### src/spq_pkg.sv
// ----------------------------------------------------------------------------
// spq_pkg: shared types and constants of the stable priority queue
// Queue sizing, field widths, command and status codes, and the structs
// that pass between the cells of the sorted row.
// ----------------------------------------------------------------------------
`default_nettype none

package spq_pkg;

  localparam int QUEUE_DEPTH   = 16;
  localparam int ID_BITS       = 16;
  localparam int PRIORITY_BITS = 4;

  // Entry index and fill count widths
  localparam int IDX_W = $clog2(QUEUE_DEPTH);
  localparam int CNT_W = $clog2(QUEUE_DEPTH + 1);

  // Command codes
  localparam logic CMD_INSERT = 1'b0;
  localparam logic CMD_REMOVE = 1'b1;

  // Result status codes
  typedef enum logic [1:0] {
    ST_DONE      = 2'd0,
    ST_UNDERFLOW = 2'd1,
    ST_FULL      = 2'd2
  } spq_status_t;

  // Operation broadcast to every cell in a cycle
  typedef struct packed {
    logic                     ins;
    logic                     rem;
    logic [ID_BITS-1:0]       id;
    logic [PRIORITY_BITS-1:0] prio;
  } spq_op_t;

  // What a cell shows its neighbors
  typedef struct packed {
    logic [ID_BITS-1:0]       id;
    logic [PRIORITY_BITS-1:0] prio;
    logic                     keep;
  } spq_link_t;

endpackage

`default_nettype wire

### src/spq_in_if.sv
// ----------------------------------------------------------------------------
// spq_in_if: command channel of the stable priority queue
// Valid/ready handshake carrying one insert or remove item.
// ----------------------------------------------------------------------------
`default_nettype none

interface spq_in_if;
  logic                              valid;
  logic                              ready;
  logic                              cmd;
  logic [spq_pkg::ID_BITS-1:0]       patient_id;
  logic [spq_pkg::PRIORITY_BITS-1:0] priority_req;

  modport source (output valid, output cmd, output patient_id, output priority_req,
                  input ready);
  modport sink   (input valid, input cmd, input patient_id, input priority_req,
                  output ready);
endinterface

`default_nettype wire

### src/spq_out_if.sv
// ----------------------------------------------------------------------------
// spq_out_if: result channel of the stable priority queue
// Valid/ready handshake carrying one result item per command.
// ----------------------------------------------------------------------------
`default_nettype none

interface spq_out_if;
  logic                        valid;
  logic                        ready;
  logic [spq_pkg::ID_BITS-1:0] removed_id;
  logic [1:0]                  status;
  logic [spq_pkg::CNT_W-1:0]   occupancy;

  modport source (output valid, output removed_id, output status, output occupancy,
                  input ready);
  modport sink   (input valid, input removed_id, input status, input occupancy,
                  output ready);
endinterface

`default_nettype wire

### src/spq_cell.sv
// ----------------------------------------------------------------------------
// spq_cell: one slot of the sorted row
// Holds one entry. On insert it keeps its entry, takes the new one or takes
// its left neighbor's; on remove it takes its right neighbor's entry.
// ----------------------------------------------------------------------------
`default_nettype none

module spq_cell (
  input  wire                          clk,
  input  wire spq_pkg::spq_op_t        op,
  input  wire [spq_pkg::IDX_W-1:0]     idx,
  input  wire [spq_pkg::CNT_W-1:0]     count,
  input  wire spq_pkg::spq_link_t      left,
  input  wire spq_pkg::spq_link_t      right,
  output spq_pkg::spq_link_t           self
);
  import spq_pkg::*;

  logic [ID_BITS-1:0]       id_r,   id_nxt;
  logic [PRIORITY_BITS-1:0] prio_r, prio_nxt;
  logic                     occupied;
  logic                     keep;

  // Stay in place when holding an entry that goes ahead of the new one
  assign occupied = CNT_W'(idx) < count;
  assign keep     = occupied && (prio_r <= op.prio);

  assign self.id   = id_r;
  assign self.prio = prio_r;
  assign self.keep = keep;

  // Pick the next entry
  always_comb begin
    id_nxt   = id_r;
    prio_nxt = prio_r;
    priority if (op.ins) begin
      priority if (keep) begin
        id_nxt   = id_r;
        prio_nxt = prio_r;
      end else if (left.keep) begin
        id_nxt   = op.id;
        prio_nxt = op.prio;
      end else begin
        id_nxt   = left.id;
        prio_nxt = left.prio;
      end
    end else if (op.rem) begin
      id_nxt   = right.id;
      prio_nxt = right.prio;
    end
  end

  always_ff @(posedge clk) begin
    id_r   <= id_nxt;
    prio_r <= prio_nxt;
  end

endmodule

`default_nettype wire

### src/stable_priority_queue.sv
// ----------------------------------------------------------------------------
// stable_priority_queue: bounded priority queue with first-in, first-out ties
// Row of cells kept sorted by priority, head in cell zero.
// ----------------------------------------------------------------------------
// Takes one insert or remove item per clock cycle while results are taken,
// and returns one result item for each, in the cycle after it is accepted,
// from a result register. Every cell compares its own entry with the new
// priority in parallel, so an insert or a remove completes as it is accepted;
// the only limit on the rate is the result register, which frees as soon as
// the result is taken, so a new item enters in the same cycle the previous
// result leaves. Inserts into a full queue return status full and change
// nothing; removes from an empty queue return status underflow and identifier zero.
// ----------------------------------------------------------------------------
`default_nettype none

module stable_priority_queue (
  input  wire       clk,
  input  wire       rst_n,
  spq_in_if.sink    in_ch,
  spq_out_if.source out_ch
);
  import spq_pkg::*;

  logic [CNT_W-1:0]   count_r, count_nxt;
  logic               out_valid_r;
  logic [ID_BITS-1:0] out_id_r, out_id_nxt;
  spq_status_t        out_status_r, out_status_nxt;
  logic [CNT_W-1:0]   out_occ_r;
  logic               in_ready;
  logic               accept;
  logic               full;
  logic               empty;
  spq_op_t            op;
  spq_link_t          link [QUEUE_DEPTH];
  spq_link_t          head_edge;
  spq_link_t          tail_edge;

  // Accept while the result register is free or being drained
  assign in_ready     = !out_valid_r || out_ch.ready;
  assign in_ch.ready  = in_ready;
  assign accept       = in_ch.valid && in_ready;

  assign full  = count_r == CNT_W'(QUEUE_DEPTH);
  assign empty = count_r == '0;

  // Broadcast the operation to the row
  assign op.ins  = accept && (in_ch.cmd == CMD_INSERT) && !full;
  assign op.rem  = accept && (in_ch.cmd == CMD_REMOVE) && !empty;
  assign op.id   = in_ch.patient_id;
  assign op.prio = in_ch.priority_req;

  // Boundaries of the row: nothing ahead of the head, nothing behind the tail
  assign head_edge = '{id: '0, prio: '0, keep: 1'b1};
  assign tail_edge = '{id: '0, prio: '0, keep: 1'b0};

  for (genvar i = 0; i < QUEUE_DEPTH; i++) begin : g_cell
    spq_link_t left_in, right_in;

    if (i == 0) begin : g_head
      assign left_in = head_edge;
    end else begin : g_mid_l
      assign left_in = link[i-1];
    end

    if (i == QUEUE_DEPTH - 1) begin : g_tail
      assign right_in = tail_edge;
    end else begin : g_mid_r
      assign right_in = link[i+1];
    end

    spq_cell u_cell (
      .clk   (clk),
      .op    (op),
      .idx   (IDX_W'(i)),
      .count (count_r),
      .left  (left_in),
      .right (right_in),
      .self  (link[i])
    );
  end

  // Fill count
  always_comb begin
    count_nxt = count_r;
    priority if (op.ins) begin
      count_nxt = count_r + 1'b1;
    end else if (op.rem) begin
      count_nxt = count_r - 1'b1;
    end
  end

  // Result fields
  always_comb begin
    out_id_nxt     = '0;
    out_status_nxt = ST_DONE;
    unique case (in_ch.cmd)
      CMD_INSERT: begin
        if (full) out_status_nxt = ST_FULL;
      end
      CMD_REMOVE: begin
        if (empty) out_status_nxt = ST_UNDERFLOW;
        else       out_id_nxt     = link[0].id;
      end
      default: out_status_nxt = ST_DONE;
    endcase
  end

  // Hold control state
  always_ff @(posedge clk) begin
    if (!rst_n) begin
      count_r     <= '0;
      out_valid_r <= 1'b0;
    end else begin
      count_r <= count_nxt;
      if (accept) begin
        out_valid_r <= 1'b1;
      end else if (out_ch.ready) begin
        out_valid_r <= 1'b0;
      end
    end
  end

  // Load the result register
  always_ff @(posedge clk) begin
    if (accept) begin
      out_id_r     <= out_id_nxt;
      out_status_r <= out_status_nxt;
      out_occ_r    <= count_nxt;
    end
  end

  assign out_ch.valid      = out_valid_r;
  assign out_ch.removed_id = out_id_r;
  assign out_ch.status     = out_status_r;
  assign out_ch.occupancy  = out_occ_r;

  // Fill count stays within the row
  a_count_bound: assert property (@(posedge clk) disable iff (!rst_n)
    count_r <= CNT_W'(QUEUE_DEPTH))
    else $error("fill count beyond queue depth");

  // A remove from a non-empty queue drops the count by one
  a_remove_count: assert property (@(posedge clk) disable iff (!rst_n)
    op.rem |=> count_r == $past(count_r) - 1'b1)
    else $error("remove did not shrink the queue");

  // Reported occupancy follows the fill count
  a_occ_match: assert property (@(posedge clk) disable iff (!rst_n)
    accept |=> out_occ_r == count_r)
    else $error("occupancy differs from fill count");

  // Underflow carries no identifier and an empty queue
  a_underflow: assert property (@(posedge clk) disable iff (!rst_n)
    out_valid_r && out_status_r == ST_UNDERFLOW |-> out_id_r == '0 && out_occ_r == '0)
    else $error("underflow result with data");

endmodule

`default_nettype wire

### src/flat_wrapper.sv
// flat-port wrapper written by rule: the top's interface ports become plain ports
module stable_priority_queue_flat import spq_pkg::*;
  (clk, rst_n, in_ch_valid, in_ch_cmd, in_ch_patient_id, in_ch_priority_req, in_ch_ready, out_ch_valid, out_ch_removed_id, out_ch_status, out_ch_occupancy, out_ch_ready);
  spq_in_if in_ch_i ();
  spq_out_if out_ch_i ();
  input  wire clk;
  input  wire rst_n;
  input wire logic [$bits(in_ch_i.valid)-1:0] in_ch_valid;
  input wire logic [$bits(in_ch_i.cmd)-1:0] in_ch_cmd;
  input wire logic [$bits(in_ch_i.patient_id)-1:0] in_ch_patient_id;
  input wire logic [$bits(in_ch_i.priority_req)-1:0] in_ch_priority_req;
  output wire logic [$bits(in_ch_i.ready)-1:0] in_ch_ready;
  output wire logic [$bits(out_ch_i.valid)-1:0] out_ch_valid;
  output wire logic [$bits(out_ch_i.removed_id)-1:0] out_ch_removed_id;
  output wire logic [$bits(out_ch_i.status)-1:0] out_ch_status;
  output wire logic [$bits(out_ch_i.occupancy)-1:0] out_ch_occupancy;
  input wire logic [$bits(out_ch_i.ready)-1:0] out_ch_ready;
  assign in_ch_i.valid = in_ch_valid;
  assign in_ch_i.cmd = in_ch_cmd;
  assign in_ch_i.patient_id = in_ch_patient_id;
  assign in_ch_i.priority_req = in_ch_priority_req;
  assign in_ch_ready = in_ch_i.ready;
  assign out_ch_valid = out_ch_i.valid;
  assign out_ch_removed_id = out_ch_i.removed_id;
  assign out_ch_status = out_ch_i.status;
  assign out_ch_occupancy = out_ch_i.occupancy;
  assign out_ch_i.ready = out_ch_ready;
  stable_priority_queue u_core (.clk(clk), .rst_n(rst_n), .in_ch(in_ch_i), .out_ch(out_ch_i));
endmodule
### config.mk
export PLATFORM = sky130hd
export DESIGN_NAME = stable_priority_queue_flat
export DESIGN_NICKNAME = d
export VERILOG_FILES = /design/src/spq_pkg.sv /design/src/spq_in_if.sv /design/src/spq_out_if.sv /design/src/spq_cell.sv /design/src/stable_priority_queue.sv /design/src/flat_wrapper.sv
export SDC_FILE = /design/constraint.sdc
export NUM_CORES = 1
export LEC_CHECK = 0
export ABC_CLOCK_PERIOD_IN_PS = 10800
export BUFFER_PORTS_ARGS = -buffer_cell sky130_fd_sc_hd__buf_2
export CAP_MARGIN = 5
export CORE_MARGIN = 1
export CORE_UTILIZATION = 52
export CTS_CLUSTER_DIAMETER = 80
export CTS_CLUSTER_SIZE = 8
export DETAILED_ROUTE_END_ITERATION = 12
export PLACE_DENSITY = 0.67
export SYNTH_ARGS = -nofsm -noshare
export SYNTH_HDL_FRONTEND = slang
export SYNTH_HIERARCHICAL = 1
export SYNTH_SLANG_ARGS = --single-unit
### constraint.sdc
create_clock -name clk -period 10.8 [get_ports clk]
set_input_delay 1.08 -clock clk [delete_from_list [all_inputs] [get_ports clk]]
set_output_delay 1.08 -clock clk [all_outputs]
set_load 0.01 [all_outputs]
==> qor.csv, run 1 <==
stage,metric,value,unit
sta,Max-slew headroom,23.7,%
setup_path,WS Path Type,reg2reg,
global_route,GRT overflow,0,
cells_and_area,Reg area,10400,um2
setup_path,reg2reg setup slack,5.97,ns
placement,placed cell count,2532,
setup_path,crit path cell chain,inv_1 > ha_1 > and4bb_2 > nor4_2 > buf_12 > buf_12 > buf_4 > a21oi_1,
sta,Final period util,44.7,%
cells_and_area,"most common cell after layout, fill and taps aside",a21oi_1,
sta,setup violators final,0,
global_route,pin count of the biggest net entering global routing,243,
cts,Worst-path clk slew,0.05,ns
placement,hpwl dp,28600,um
global_route,initial antenna violation count,1,
setup_path,crit path max fanout,242,
cts,H-tree levels,2,
sta,final worst path period need,4.83,ns
floorplan,std cell rows,73,
cts,"Setup Fix Bufs, Post-CTS",0,
synthesis,synth warn,6,
cells_and_area,Synth-to-Final Area Change,10.0,%
power,worst vdd ir,0.109,mV
sta,worst-margin pin slew,1.14,ns
cells_and_area,nets,2197,
detailed_routing,antenna-violating nets left,0,
floorplan,die area,41300,um2
cts,Worst-Skew Late Latency,0.56,ns
detailed_routing,total wire length,40600,um
setup_path,CP dominant cell by count,buf_12,
power,total power,4.15,mW
synthesis,"Avg Cell Area, Syn",10.7,um2
power,leakage,8.88,nW
cells_and_area,share of layout cells above drive strength 1,8.95,%
detailed_routing,DR vias/cell,5.37,
detailed_routing,1st-iter DRT viols,979,
cts,Inserted Clock Buffers,49,
sta,achievable clock frequency,0.207,GHz
global_route,vias in the first global route,13800,
detailed_routing,drt first pass iters,5,
sta,setup_tns,0,ns
floorplan,Die Y,203,um
global_route,GRT Total Usage,19.9,%
worst_hold_path,Worst Hold Class,reg2reg,
setup_path,slowest CP cell,dfxtp_1,
job,max-cap check violation count,0,
cts,Resize count post-CTS,0,
floorplan,Die Wd,203,um
floorplan,core area,39800,um2
sta,Max Slew Vio Count,0,
setup_path,CP max stage delay,0.89,ns
status,outcome,completed,
cts,CTS tree,built,
detailed_routing,DRC Markers,0,
placement,port bufs,49,
setup_path,Worst Setup Start Kind,flip-flop,
cells_and_area,FILL cells,3409,
setup_path,Required @ worst endpoint,11.06,ns
cts,Clock Path Buffers,3,
detailed_routing,Via Count,13900,
global_route,first-pass GRT wire length,68500,um
sta,RSZ-0062 raised after global routing,false,
cells_and_area,"Core Util, Final",58.2,%
sta,Fin. Hold Viols,0,
floorplan,Initial Util,52.9,%
cells_and_area,most frequent cells in the layout,"a21oi_1 (369), edfxtp_1 (343), nor2_1 (339)",
detailed_routing,wire per inst,15.7,um
cts,"Hold-fix buffers, CTS",0,
sta,Setup Skew,0.0240,ns
floorplan,I/O pins,50,
synthesis,Syn Std Cell Area,21100,um2
synthesis,Mapped Cells,1966,
setup_path,WP data arrival,5.09,ns
sta,WHS,0.575,ns
cells_and_area,Post-Layout Cell Count,2592,
cts,CTS sink count,349,
cells_and_area,multi-input logic area,9850,um2
power,PwrDens,179,nW/um2
setup_path,Crit. End Element,flip-flop,
placement,GP Congestion,0.754,
cts,root buf cell,clkbuf_16,
## critical path: cells and delay by family (launching register included)
family | cells | cell delay (ns)
and+or+nand+nor | 2 | 0.52
adders and majority gates | 1 | 0.27
DFF | 1 | 0.89
buffers and inverters | 4 | 2.20
AOI/OAI and AO/OA | 1 | 0.16
## stage by stage
step	area [um2]	setup WS, ns
2_1_floorplan	21500	6.99
3_3_place_gp	21900	6.21
3_5_place_dp	21900	6.10
4_1_cts	23200	6.10
5_1_grt	23200	5.54
6_report	23200	5.97
## layout make-up
type,instances,share of cell area (%)
Clock buffer,56,5.40
Timing Repair Buffer,72,1.91
Clock inverter,3,0.194
Multi-Input combinational cell,1451,42.5
Sequential cell,349,45.0
Inverter,135,2.19
Tap cell,525,2.83
Antenna cell,1,0.0108
## where the power goes
group | switching [mW] | leakage [nW] | total, mW | internal [mW]
Combinational | 0.591 | 4.99 | 0.995 | 0.404
Sequential | 0.0843 | 3.26 | 1.81 | 1.72
Clock | 0.540 | 0.636 | 1.35 | 0.807
Total | 1.22 | 8.88 | 4.15 | 2.93
## per-layer routing
layer / global-route usage [%] / up-vias / wire (um)
met5: 0 / - / 0
met4: 5.40 / 0 / 723
met3: 2.72 / 64 / 1450
met2: 32.6 / 233 / 18800
met1: 27.8 / 6350 / 19700
li1: - / 7261 / -
## state kept, by name, indices dropped and copies added, names as in the netlist
name,cells
u_core/out_ch.removed_id,16
u_core/out_ch.occupancy,5
u_core/g_cell.u_cell/id_r,256
u_core/out_ch.valid,1
u_core/out_ch.status,2
u_core/g_cell.u_cell/prio_r,64
u_core/count_r,5
## path summary, 6_finish.rpt
check / startpoint / end / cells after the start
min: u_core/g_cell[15].u_cell/id_r[15] / u_core/g_cell[14].u_cell/id_r[15] / 2
max reg2reg: u_core/count_r[0] / u_core/g_cell[14].u_cell/id_r[5] / 8
max: u_core/count_r[0] / u_core/g_cell[14].u_cell/id_r[5] / 8
min reg2reg: u_core/g_cell[15].u_cell/id_r[15] / u_core/g_cell[14].u_cell/id_r[15] / 2
Power figures use the tool's default switching activity.
==> run 2, diff against run 1 <==
ABC_AREA = 1   (was default)
ABC_CLOCK_PERIOD_IN_PS = 4100   (was 10800)
PLACE_DENSITY = 0.7   (was 0.67)
clock period = 4.1 ns   (was 10.8 ns; I/O delays follow)
==> run 2 against run 1 <==
- largest cell class unchanged
- routed wire length rose by 30%
- combinational power rose by 95%
- sequential power rose to 2.6 times the previous value
- design area rose by 0.81%
- synthesized cell count rose by 33%
- clock power rose to 2.7 times the previous value
- clock skew fell by 0.0024 ns
- first-iteration DRC count rose by 82%
- highest routed layer unchanged
==> qor.csv, run 2 <==
stage,metric,value,unit,change
status,outcome,completed,,unchanged
sta,achievable clock frequency,0.329,GHz,was 0.207 GHz
power,leakage,10.2,nW,was 8.88 nW
job,max-cap check violation count,0,,unchanged
synthesis,Syn Std Cell Area,21400,um2,was 21100 um2
placement,placed instance area,22100,um2,was 21900 um2
sta,RSZ-0062 raised after global routing,false,,unchanged
detailed_routing,antenna-violating nets left,0,,unchanged
floorplan,Die Y,205,um,was 203 um
cts,root buf cell,clkbuf_16,,unchanged
placement,pre-CTS WS,1.09,ns,was 6.10 ns
global_route,GRT Total Usage,25.7,%,was 19.9%
floorplan,I/O pins,50,,unchanged
sta,Setup Skew,0.0217,ns,was 0.0240 ns
setup_path,WS Path Type,reg2reg,,unchanged
cts,"Setup Fix Bufs, Post-CTS",0,,unchanged
synthesis,Mapped Cells,2623,,was 1966
detailed_routing,Via Count,17900,,was 13900
sta,worst setup margin,1.06,ns,was 5.97 ns
sta,WHS,0.151,ns,was 0.575 ns
detailed_routing,total wire length,52700,um,was 40600 um
floorplan,core area,40100,um2,was 39800 um2
synthesis,"Avg Cell Area, Syn",8.14,um2,was 10.7 um2
power,PwrDens,439,nW/um2,was 179 nW/um2
setup_path,crit path cell chain,nor2_2 > nand3_2 > nand3_2 > inv_8 > inv_1 > nand2_1 > nand2_1,,was inv_1 > ha_1 > and4bb_2 > nor4_2 > buf_12 > buf_12 > buf_4 > a21oi_1
power,worst vdd ir,0.290,mV,was 0.109 mV
cells_and_area,Synth-to-Final Area Change,9.43,%,was 10.0%
setup_path,crit path launch,u_core/count_r[3],,was u_core/count_r[0]
setup_path,crit path max fanout,77,,was 242
global_route,initial antenna violation count,0,,was 1
cells_and_area,max reg flops,256,,unchanged
global_route,GRT overflow,0,,unchanged
global_route,pin count of the biggest net entering global routing,78,,was 243
cells_and_area,FILL cells,3526,,was 3409
placement,placed cell count,3212,,was 2532
power,total power,10.3,mW,was 4.15 mW
sta,Max Slew Vio Count,0,,unchanged
setup_path,slowest CP cell,dfxtp_1,,unchanged
floorplan,Initial Util,53.3,%,was 52.9%
cts,Worst-path clk slew,0.05,ns,about the same
sta,Final period util,74.1,%,was 44.7%
cts,"Hold-fix buffers, CTS",0,,unchanged
cells_and_area,most frequent cells in the layout,"nand2_1 (615), o21ai_1 (432), nor2_1 (389)",,"was a21oi_1 (369), edfxtp_1 (343), nor2_1 (339)"
cells_and_area,Reg area,10400,um2,unchanged
cells_and_area,nets,2877,,was 2197
setup_path,CP max stage delay,0.64,ns,was 0.89 ns
setup_path,Crit. End Element,flip-flop,,unchanged
cts,Inserted Clock Buffers,49,,unchanged
placement,port bufs,49,,unchanged
detailed_routing,wire per inst,16.1,um,was 15.7 um
setup_path,WP data arrival,3.16,ns,was 5.09 ns
detailed_routing,DRC Markers,0,,unchanged
detailed_routing,drt first pass iters,5,,unchanged
sta,Max-slew headroom,27.2,%,was 23.7%
cts,Worst-Skew Late Latency,0.59,ns,was 0.56 ns
worst_hold_path,Worst Hold Class,in2reg,,was reg2reg
worst_hold_path,hold path startpoint,rst_n,,was u_core/g_cell[15].u_cell/id_r[15]
setup_path,Worst R2R Start,u_core/count_r[3],,was u_core/count_r[0]
setup_path,Required @ worst endpoint,4.22,ns,was 11.06 ns
setup_path,Worst Setup Start Kind,flip-flop,,unchanged
cells_and_area,share of layout cells above drive strength 1,5.96,%,was 8.95%
cells_and_area,Post-Layout Cell Count,3275,,was 2592
cts,H-tree levels,2,,unchanged
detailed_routing,1st-iter DRT viols,1783,,was 979
cts,Resize count post-CTS,0,,unchanged
cells_and_area,Antenna Cells,0,,was 1
sta,setup violators final,0,,unchanged
sta,worst-margin pin slew,1.09,ns,was 1.14 ns
floorplan,die area,41900,um2,was 41300 um2
synthesis,synth warn,6,,unchanged
sta,setup_tns,0,ns,unchanged
cts,CTS sink count,349,,unchanged
cells_and_area,fin area,23400,um2,was 23200 um2
sta,Fin. Hold Viols,0,,unchanged
cells_and_area,Biggest register,u_core/g_cell.u_cell/id_r,,unchanged
detailed_routing,DR vias/cell,5.46,,was 5.37
cts,Clock Path Buffers,3,,unchanged
global_route,vias in the first global route,18200,,was 13800
global_route,first-pass GRT wire length,87700,um,was 68500 um
floorplan,Die Wd,205,um,was 203 um
cts,CTS tree,built,,unchanged
floorplan,std cell rows,73,,unchanged
placement,hpwl dp,37600,um,was 28600 um
sta,final worst path period need,3.04,ns,was 4.83 ns
cells_and_area,multi-input logic area,9200,um2,was 9850 um2
cells_and_area,"most common cell after layout, fill and taps aside",nand2_1,,was a21oi_1
placement,GP Congestion,0.847,,was 0.754
cells_and_area,"Core Util, Final",58.3,%,was 58.2%
## run 2: final cells by class
cell class / instances / share of cell area (%)
Sequential cell: 349 / 44.6
Multi-Input combinational cell: 1936 / 39.4
Clock buffer: 59 / 5.41
Inverter: 299 / 4.84
Tap cell: 525 / 2.81
Timing Repair Buffer: 103 / 2.78
Clock inverter: 4 / 0.182
## run 2: final timing paths
check | slack (ns) | depth (start not counted) | endpoint
hold reg to reg | 0.54 | 2 | u_core/g_cell[14].u_cell/id_r[3]
setup / recovery | 1.06 | 7 | u_core/g_cell[9].u_cell/id_r[13]
setup reg to reg | 1.06 | 7 | u_core/g_cell[9].u_cell/id_r[13]
hold / removal | 0.15 | 3 | u_core/count_r[0]
## run 2: critical path, delay by kind of cell, from the launching register on
kind | cells | cell delay (ns)
and+or+nand+nor | 5 | 1.07
DFF | 1 | 0.64
buffers and inverters | 2 | 0.77
## run 2: metal layers
layer / up-vias / global-route usage, % / share of wire [%]
met2: 558 / 44.0 / 49
met5: - / 0 / 0
met4: 0 / 8.18 / 1.7
met3: 86 / 3.04 / 5.5
met1: 8477 / 33.8 / 44
li1: 8753 / - / -
## run 2: report_power, final
part	internal, mW	switching (mW)	total (mW)
Combinational	0.584	1.35	1.94
Sequential	4.47	0.213	4.68
Clock	2.14	1.50	3.63
